--- src/nmeafx_pkg.sv ---
`default_nettype none

package nmeafx_pkg;

    // ASCII characters that steer the parser
    localparam logic [7:0] CH_DOLLAR = 8'h24;  // '$'
    localparam logic [7:0] CH_STAR   = 8'h2A;  // '*'
    localparam logic [7:0] CH_COMMA  = 8'h2C;  // ','
    localparam logic [7:0] CH_G      = 8'h47;
    localparam logic [7:0] CH_P      = 8'h50;
    localparam logic [7:0] CH_R      = 8'h52;
    localparam logic [7:0] CH_M      = 8'h4D;
    localparam logic [7:0] CH_C      = 8'h43;
    localparam logic [7:0] CH_A      = 8'h41;

    // field codes on the output
    localparam logic [3:0] FC_TIME   = 4'd0;
    localparam logic [3:0] FC_DATE   = 4'd8;
    localparam logic [3:0] FC_ALT    = 4'd9;

    // GGA altitude sits after the eighth comma
    localparam logic [3:0] GGA_ALT_COMMA = 4'd8;
    localparam logic [3:0] COMMA_MAX     = 4'd15;

    typedef struct packed {
        logic       valid;
        logic [3:0] field_code;
        logic [3:0] char_pos;
        logic [7:0] char_value;
        logic       sentence_end;
    } t_result;

endpackage

`default_nettype wire

--- src/nmea_rmc_gga_field_extractor.sv ---
// Channel | Direction | Handshake              | Payload
// --------+-----------+------------------------+--------------------------------------------
// in      | input     | i_in_valid / o_in_stall  | i_rx_byte[7:0]
// out     | output    | o_out_valid / i_out_stall | o_field_code, o_char_pos, o_char_value,
//         |           |                        | o_sentence_end
//
// One byte per cycle sustained while no result beat is held under i_out_stall; a result beat
// leaves through the input register, then parser logic into the result register.
// Bytes that make no result (header, commas, unkept fields) just update parser state.
// Reset (i_rst_n low, synchronous) empties both registers and returns to waiting for '$'.
// The pipeline moves as one: it halts only while a result beat is held under i_out_stall.
`default_nettype none

module nmea_rmc_gga_field_extractor
    import nmeafx_pkg::*;
#(
    parameter int MAX_FIELD_LEN = 16
) (
    input  wire logic       i_clk,
    input  wire logic       i_rst_n,
    input  wire logic       i_in_valid,
    output logic            o_in_stall,
    input  wire logic [7:0] i_rx_byte,
    output logic            o_out_valid,
    input  wire logic       i_out_stall,
    output logic [3:0]      o_field_code,
    output logic [3:0]      o_char_pos,
    output logic [7:0]      o_char_value,
    output logic            o_sentence_end
);

    // input register
    logic       r_in_valid;
    logic [7:0] r_in_byte;

    // result register
    logic       r_out_valid;
    logic [3:0] r_field_code;
    logic [3:0] r_char_pos;
    logic [7:0] r_char_value;
    logic       r_sentence_end;

    logic    advance;
    t_result res;

    // everything shifts unless a held result is blocked downstream
    assign advance    = !r_out_valid || !i_out_stall;
    assign o_in_stall = !advance;

    nmeafx_parse #(
        .MAX_FIELD_LEN(MAX_FIELD_LEN)
    ) u_parse (
        .i_clk  (i_clk),
        .i_rst_n(i_rst_n),
        .i_step (advance && r_in_valid),
        .i_byte (r_in_byte),
        .o_res  (res)
    );

    always_ff @(posedge i_clk) begin
        if (!i_rst_n) begin
            r_in_valid  <= 1'b0;
            r_out_valid <= 1'b0;
        end else if (advance) begin
            r_in_valid  <= i_in_valid;
            r_out_valid <= res.valid;
        end
    end

    // payload, no reset
    always_ff @(posedge i_clk) begin
        if (advance) begin
            r_in_byte      <= i_rx_byte;
            r_field_code   <= res.field_code;
            r_char_pos     <= res.char_pos;
            r_char_value   <= res.char_value;
            r_sentence_end <= res.sentence_end;
        end
    end

    assign o_out_valid    = r_out_valid;
    assign o_field_code   = r_field_code;
    assign o_char_pos     = r_char_pos;
    assign o_char_value   = r_char_value;
    assign o_sentence_end = r_sentence_end;

endmodule

`default_nettype wire

--- src/nmeafx_parse.sv ---
`default_nettype none

// Sentence parser: header match, comma count and field position.
// State advances on i_step; o_res is the result for the current byte.
module nmeafx_parse
    import nmeafx_pkg::*;
#(
    parameter int MAX_FIELD_LEN = 16
) (
    input  wire logic       i_clk,
    input  wire logic       i_rst_n,
    input  wire logic       i_step,
    input  wire logic [7:0] i_byte,
    output t_result         o_res
);

    localparam int PW = $clog2(MAX_FIELD_LEN + 1);
    localparam logic [PW-1:0] POS_MAX = PW'(MAX_FIELD_LEN);

    localparam logic [1:0] KIND_NONE = 2'd0;
    localparam logic [1:0] KIND_RMC  = 2'd1;
    localparam logic [1:0] KIND_GGA  = 2'd2;

    typedef enum logic [2:0] {
        HDR_WAIT,
        HDR_DOLLAR,
        HDR_G,
        HDR_P,
        HDR_K3,
        HDR_K4,
        HDR_K5,
        HDR_BODY
    } t_hdr;

    t_hdr          r_hdr,   n_hdr;
    logic [1:0]    r_kind,  n_kind;
    logic [3:0]    r_comma, n_comma;
    logic [PW-1:0] r_pos,   n_pos;

    t_result    res;
    logic       ok;
    logic       kept;
    logic [3:0] code;

    // field code of the current field
    always_comb begin
        kept = 1'b0;
        code = FC_TIME;
        if (r_kind == KIND_RMC && r_comma <= FC_DATE) begin
            kept = 1'b1;
            code = r_comma;
        end else if (r_kind == KIND_GGA && r_comma == GGA_ALT_COMMA) begin
            kept = 1'b1;
            code = FC_ALT;
        end
    end

    always_comb begin
        n_hdr   = r_hdr;
        n_kind  = r_kind;
        n_comma = r_comma;
        n_pos   = r_pos;
        ok      = 1'b0;
        res     = '0;

        if (i_byte == CH_DOLLAR) begin
            n_hdr   = HDR_DOLLAR;
            n_kind  = KIND_NONE;
            n_comma = '0;
            n_pos   = '0;
        end else if (r_hdr != HDR_BODY) begin
            case (r_hdr)
                HDR_DOLLAR: ok = (i_byte == CH_G);
                HDR_G:      ok = (i_byte == CH_P);
                HDR_P: begin
                    if (i_byte == CH_R) begin
                        n_kind = KIND_RMC;
                        ok     = 1'b1;
                    end else if (i_byte == CH_G) begin
                        n_kind = KIND_GGA;
                        ok     = 1'b1;
                    end
                end
                HDR_K3: ok = (r_kind == KIND_RMC) ? (i_byte == CH_M) : (i_byte == CH_G);
                HDR_K4: ok = (r_kind == KIND_RMC) ? (i_byte == CH_C) : (i_byte == CH_A);
                HDR_K5: ok = (i_byte == CH_COMMA);
                default: ok = 1'b0;
            endcase
            n_comma = '0;
            n_pos   = '0;
            if (ok) begin
                n_hdr = t_hdr'(r_hdr + 3'd1);
            end else begin
                n_hdr  = HDR_WAIT;
                n_kind = KIND_NONE;
            end
        end else if (i_byte == CH_STAR) begin
            n_hdr            = HDR_WAIT;
            n_kind           = KIND_NONE;
            n_comma          = '0;
            n_pos            = '0;
            res.valid        = i_step;
            res.sentence_end = 1'b1;
        end else if (i_byte == CH_COMMA) begin
            if (r_comma != COMMA_MAX) begin
                n_comma = r_comma + 4'd1;
            end
            n_pos = '0;
        end else if (r_pos < POS_MAX) begin
            n_pos          = r_pos + PW'(1);
            res.valid      = i_step && kept;
            res.field_code = code;
            res.char_pos   = r_pos[3:0];
            res.char_value = i_byte;
        end
    end

    assign o_res = res;

    always_ff @(posedge i_clk) begin
        if (!i_rst_n) begin
            r_hdr   <= HDR_WAIT;
            r_kind  <= KIND_NONE;
            r_comma <= '0;
            r_pos   <= '0;
        end else if (i_step) begin
            r_hdr   <= n_hdr;
            r_kind  <= n_kind;
            r_comma <= n_comma;
            r_pos   <= n_pos;
        end
    end

    a_dollar_restarts: assert property (@(posedge i_clk) disable iff (!i_rst_n)
        (i_step && i_byte == CH_DOLLAR) |=> (r_hdr == HDR_DOLLAR && r_kind == KIND_NONE))
        else $error("dollar did not restart header match");

    a_pos_bounded: assert property (@(posedge i_clk) disable iff (!i_rst_n)
        r_pos <= POS_MAX)
        else $error("field position past saturation");

    a_end_clean: assert property (@(posedge i_clk) disable iff (!i_rst_n)
        (o_res.valid && o_res.sentence_end) |->
            (o_res.field_code == FC_TIME && o_res.char_pos == 4'd0 && o_res.char_value == 8'd0))
        else $error("end marker carries data");

    a_emit_in_body: assert property (@(posedge i_clk) disable iff (!i_rst_n)
        o_res.valid |-> (i_step && r_hdr == HDR_BODY && r_kind != KIND_NONE))
        else $error("result outside a recognized sentence body");

    a_code_range: assert property (@(posedge i_clk) disable iff (!i_rst_n)
        (o_res.valid && !o_res.sentence_end) |-> (o_res.field_code <= FC_ALT))
        else $error("field code out of range");

endmodule

`default_nettype wire
--- config.mk ---
export PLATFORM = sky130hd
export DESIGN_NAME = nmea_rmc_gga_field_extractor
export DESIGN_NICKNAME = d
export VERILOG_FILES = /design/src/nmeafx_pkg.sv /design/src/nmea_rmc_gga_field_extractor.sv /design/src/nmeafx_parse.sv
export SDC_FILE = /design/constraint.sdc
export NUM_CORES = 1
export LEC_CHECK = 0
export BUFFER_PORTS_ARGS = -buffer_cell sky130_fd_sc_hd__buf_2
export CORE_UTILIZATION = 35
export CTS_BUF_LIST = sky130_fd_sc_hd__clkbuf_16
export DETAILED_ROUTE_END_ITERATION = 10
export HOLD_SLACK_MARGIN = 0.05
export PLACE_DENSITY = 0.58
export SETUP_SLACK_MARGIN = 0.4
export SYNTH_ARGS = -nofsm -noshare
export SYNTH_HDL_FRONTEND = slang
export SYNTH_HIERARCHICAL = 1
export SYNTH_SLANG_ARGS = --single-unit
export TNS_END_PERCENT = 5
--- constraint.sdc ---
create_clock -name i_clk -period 2.4 [get_ports i_clk]
set_clock_uncertainty 0.1 [all_clocks]
set_input_delay 0.12 -clock i_clk [delete_from_list [all_inputs] [get_ports i_clk]]
set_output_delay 0.12 -clock i_clk [all_outputs]
set_load 0.02 [all_outputs]
==> summary.txt <==
Logic synthesis
  – Post-Synthesis Cells: 191
  – Portion of netlist area occupied by mux cells: 0.0167
  – Count of yosys warnings during synthesis: 6
  – Commonest register cell after synthesis: sky130_fd_sc_hd__edfxtp_1
  – Post-Synth Simple-Gate Area: 0.233
  – Synthesized-area fraction occupied by ao, oa, aoi and oai cells: 0.141
  – Cell type contributing the most total cell area after synthesis: sky130_fd_sc_hd__edfxtp_1
  – Synthesized cell area: 0.00210 mm^2
  – Share of the synthesized area in the top cell type: 0.357
  – Sequential cell area fraction in the yosys report: 0.509
  – EDFF count, synth: 25
  – Synthesized area per cell: ~11 um^2
  – Share of async-settable or async-resettable flops after synthesis: 0
  – Post-Syn Nets: between 200 and 250
  – Count of distinct cell types in the synthesized netlist: 54
  – Share of synthesized cell area in full adder, half adder and majority cells: 0.0535
  – Biggest area contributors in the synthesized netlist: sky130_fd_sc_hd__edfxtp_1 (36%), sky130_fd_sc_hd__dfxtp_1 (15%), sky130_fd_sc_hd__ha_1 (5.4%)
  – Flop and latch count out of synthesis: 41
  – Dominant combinational cell family by area after synthesis: simple AND/OR/NAND/NOR gates
  – Xor and xnor area share after synthesis: 0.0167

Timing
  – Hold slack final: a little over 0.08 ns
  – Remaining max-slew budget at the tightest pin: 0.753
  – Portion of the clock cycle consumed by the worst path in the final layout: 0.839
  – Final critical path time including I/O delays and setup: ~2.0 ns
  – Least-Margin Pin Slew: approximately 0.37 ns
  – Count of pins over their slew limit: 0
  – Endpoints failing hold: 0
  – Maximum achievable frequency: between 0.4 and 0.5 GHz
  – Final setup viols: 0
  – Unrepaired setup endpoints after global routing: true
  – Sum of negative setup slack: 0 ns

Worst setup path
  – Worst EP arrival: ~2.1 ns
  – Startpoint Class: flop
  – Length in cells of the worst reg-to-reg path: 6
  – FF-to-FF setup slack: between 0.3 and 0.4 ns
  – Data required time of the worst path: 2.47 ns
  – CP startpoint: r_in_byte[1]
  – Largest fanout of any net on the critical path: 8
  – Endpoint of the most critical register-to-register path: u_parse/r_hdr[0]
  – Classification of the worst setup path: flop to flop
  – Startpoint of the worst register-to-register path: r_in_byte[1]
  – Sort of element at the end of the critical path: flop

Finish
  – Final instance count without filler cells: 312
  – Filler cells: about 530
  – Share of post-route cells with drive strength above 1: 0.238
  – Summed area of non-filler cells in the final layout: between 0.002 and 0.003 mm^2
  – NumNets Final: between 200 and 300
  – Antenna Cells: 0
  – Core utilization of the finished layout: 0.470
  – Area overhead of the layout relative to synthesis: 26.2%

Floorplan
  – Placeable core region: around 0.0056 mm^2
  – Effective utilization at floorplan: 0.373
  – FP Rows: 27
  – X dimension of the die: between 70 and 80 um
  – Die area: between 0.006 and 0.007 mm^2
  – Number of top-level design ports: 31
  – Die height: slightly below 80 um

Place
  – Total placed cells including tap cells: 290
  – Placer congestion estimate: ~0.77
  – Post-detail-place hpwl: 3.05 mm
  – Post-placement cell area: around 0.0023 mm^2
  – Count of buffers inserted at the top-level ports: 30

Pwr
  – Leakage power: around 1.1 nW
  – Power density of the placed cells: 603 mW/mm^2
  – Worst vdd ir: ~0.38 mV

Global route
  – Global-route wire length before repair: roughly 7.3 mm
  – Largest net degree at the start of global routing: 26
  – Total global routing track utilization: 0.152
  – Number of antenna violations at the first check in global routing: 0
  – GR Overflow Total: 0
  – Number of global-route vias before repair: 1592

Clocking
  – CTS buffer count: 5
  – Clock Latency Late Sink: roughly 0.28 ns
  – Clock-pin slew of the registers on the worst-case setup and hold paths: around 0.060 ns
  – Maximum buffer depth of the clock tree: 2
  – Root buffer selected by CTS: sky130_fd_sc_hd__clkbuf_16
  – Number of levels in the clock H-tree: 2
  – TritonCTS sink count: just over 40
  – TritonCTS clock tree: built

Routing
  – Total detailed-routing wirelength: between 4 and 5 mm
  – DRC Markers: 0
  – DRC violation total after the first TritonRoute iteration: ~120
  – Total number of vias: 1570
  – Number of vias per cell: between 5 and 6
  – Post-DRT Antenna Nets: 0
  – Number of iterations in the first detailed-routing pass: 4
  – Routed wire per std cell: 13.9 um

Job
  – Number of max-cap violations: 0

Worst hold path
  – Worst hold path stage count: 2
  – WHS Endpoint: o_out_valid
  – Class of the worst hold path: input port to flop
  – Startpoint of the tightest hold check path: i_rst_n

Status
  – Outcome: finished, final reports clean
==> per-stage QoR <==
stage | worst slack, ns | total power, W
floorplan | 0.518 | 0.000823
global placement | 0.317 | 0.000844
detailed placement | 0.289 | 0.000844
CTS | 0.328 | 0.00161
global route | 0.290 | 0.00165
finish | 0.386 | 0.00160
==> cell usage in the layout, fill, tap and decap left out, types with 3 or more instances in the layout <==
cell,synthesis,final
sky130_fd_sc_hd__nand3_1,4,4
sky130_fd_sc_hd__nand2_1,12,12
sky130_fd_sc_hd__buf_4,0,5
sky130_fd_sc_hd__o21ai_0,5,5
sky130_fd_sc_hd__dfxtp_1,16,16
sky130_fd_sc_hd__a21oi_1,4,4
sky130_fd_sc_hd__nand3b_1,3,3
sky130_fd_sc_hd__a31oi_1,4,4
sky130_fd_sc_hd__o21ai_1,3,3
sky130_fd_sc_hd__nor2_1,14,13
sky130_fd_sc_hd__dlygate4sd3_1,0,10
sky130_fd_sc_hd__nand2b_1,6,6
sky130_fd_sc_hd__edfxtp_1,25,25
sky130_fd_sc_hd__o211ai_1,3,3
sky130_fd_sc_hd__clkbuf_16,0,5
sky130_fd_sc_hd__and2_1,10,10
sky130_fd_sc_hd__buf_2,0,30
sky130_fd_sc_hd__nor3b_1,5,5
sky130_fd_sc_hd__inv_1,10,10
sky130_fd_sc_hd__ha_1,9,8
sky130_fd_sc_hd__nor2b_1,5,5
sky130_fd_sc_hd__nand4_1,4,4
==> cell usage after synthesis (2+ instances only) <==
library cell	instances
sky130_fd_sc_hd__edfxtp_1	25
sky130_fd_sc_hd__dfxtp_1	16
sky130_fd_sc_hd__nor2_1	14
sky130_fd_sc_hd__nand2_1	12
sky130_fd_sc_hd__and2_1	10
sky130_fd_sc_hd__inv_1	10
sky130_fd_sc_hd__ha_1	9
sky130_fd_sc_hd__nand2b_1	6
sky130_fd_sc_hd__nor2b_1	5
sky130_fd_sc_hd__nor3b_1	5
sky130_fd_sc_hd__o21ai_0	5
sky130_fd_sc_hd__a21oi_1	4
sky130_fd_sc_hd__a31oi_1	4
sky130_fd_sc_hd__nand3_1	4
sky130_fd_sc_hd__nand4_1	4
sky130_fd_sc_hd__nand3b_1	3
sky130_fd_sc_hd__o211ai_1	3
sky130_fd_sc_hd__o21ai_1	3
sky130_fd_sc_hd__a211oi_1	2
sky130_fd_sc_hd__a21boi_1	2
sky130_fd_sc_hd__and2_4	2
sky130_fd_sc_hd__and3_1	2
sky130_fd_sc_hd__and4_1	2
sky130_fd_sc_hd__and4b_1	2
sky130_fd_sc_hd__clkbuf_1	2
sky130_fd_sc_hd__mux2i_1	2
sky130_fd_sc_hd__o21a_1	2
sky130_fd_sc_hd__o22ai_1	2
sky130_fd_sc_hd__o2bb2ai_1	2
sky130_fd_sc_hd__xnor2_1	2
sky130_fd_sc_hd__xor2_1	2
==> critical path: stages (launching register included) <==
cell                       delay (ns)
sky130_fd_sc_hd__edfxtp_1        0.51
sky130_fd_sc_hd__nor2b_2         0.25
sky130_fd_sc_hd__and4_1          0.25
sky130_fd_sc_hd__o21ai_1         0.32
sky130_fd_sc_hd__o311ai_4        0.18
sky130_fd_sc_hd__a31oi_1         0.23
sky130_fd_sc_hd__a211oi_2        0.06
==> timing repair <==
| item | 4_1_cts | 5_1_grt |
|---|---|---|
| setup buffers | 2 | 2 |
| hold endpoints to repair | 9 | 0 |
| hold buffers | 10 | 0 |
| endpoints found under the setup margin | 23 | 23 |
| pin swaps | 0 | 1 |
| gates resized for setup | 1 | 4 |
==> power by group <==
group          internal (W)  total (W)  switching [W]  leakage [nW]
clock network      0.000487   0.000753       0.000267        0.0775
registers          0.000752   0.000767      0.0000155         0.424
logic             0.0000424  0.0000809      0.0000385         0.587
==> how the worst max path moves through the flow <==
| stage | end | slack [ns] | depth (start not counted) |
|---|---|---|---|
| after detailed placement | o_field_code[1] | 0.29 | 5 |
| after global placement | u_parse/r_kind[1] | 0.32 | 6 |
| after floorplan | u_parse/r_kind[1] | 0.52 | 6 |
| after CTS | u_parse/r_hdr[0] | 0.33 | 6 |
| final | u_parse/r_hdr[0] | 0.39 | 6 |
| after global routing | u_parse/r_kind[1] | 0.29 | 6 |
==> area by class of cell <==
cell class / instances / area [um^2] / share of cell area
sequential: 41 / 1070 / 0.404
multi-input combinational: 135 / 995 / 0.375
timing repair buffer: 45 / 288 / 0.108
clock buffer: 5 / 125 / 0.0471
tap: 72 / 90.1 / 0.0339
inverter: 11 / 43.8 / 0.0165
clock inverter: 3 / 41.3 / 0.0156
==> sequential cells by signal (all words and copies together), names as in the netlist, 2 cells and up <==
register         flops
u_parse/r_pos        5
u_parse/r_hdr        3
u_parse/r_kind       2
o_char_pos           4
r_in_byte            8
u_parse/r_comma      4
o_field_code         4
o_char_value         8
==> kinds of logic after synthesis <==
family | count (synthesis)
multiplexers | 3
adder cells (fa/ha/maj) | 9
buffers and inverters | 15
XOR/XNOR | 4
flip-flops | 41
AO/OA/AOI/OAI | 40
AND/OR/NAND/NOR | 79
==> metal layers <==
metal  vias to the layer above  wire (um)  track usage
li1                        798          -            -
met1                       732       2000        0.178
met2                        32       2100        0.259
met3                         8        163       0.0411
met4                         0         84       0.0655
met5                         -          0            0
Note: power is estimated with default switching activity, not from simulation.
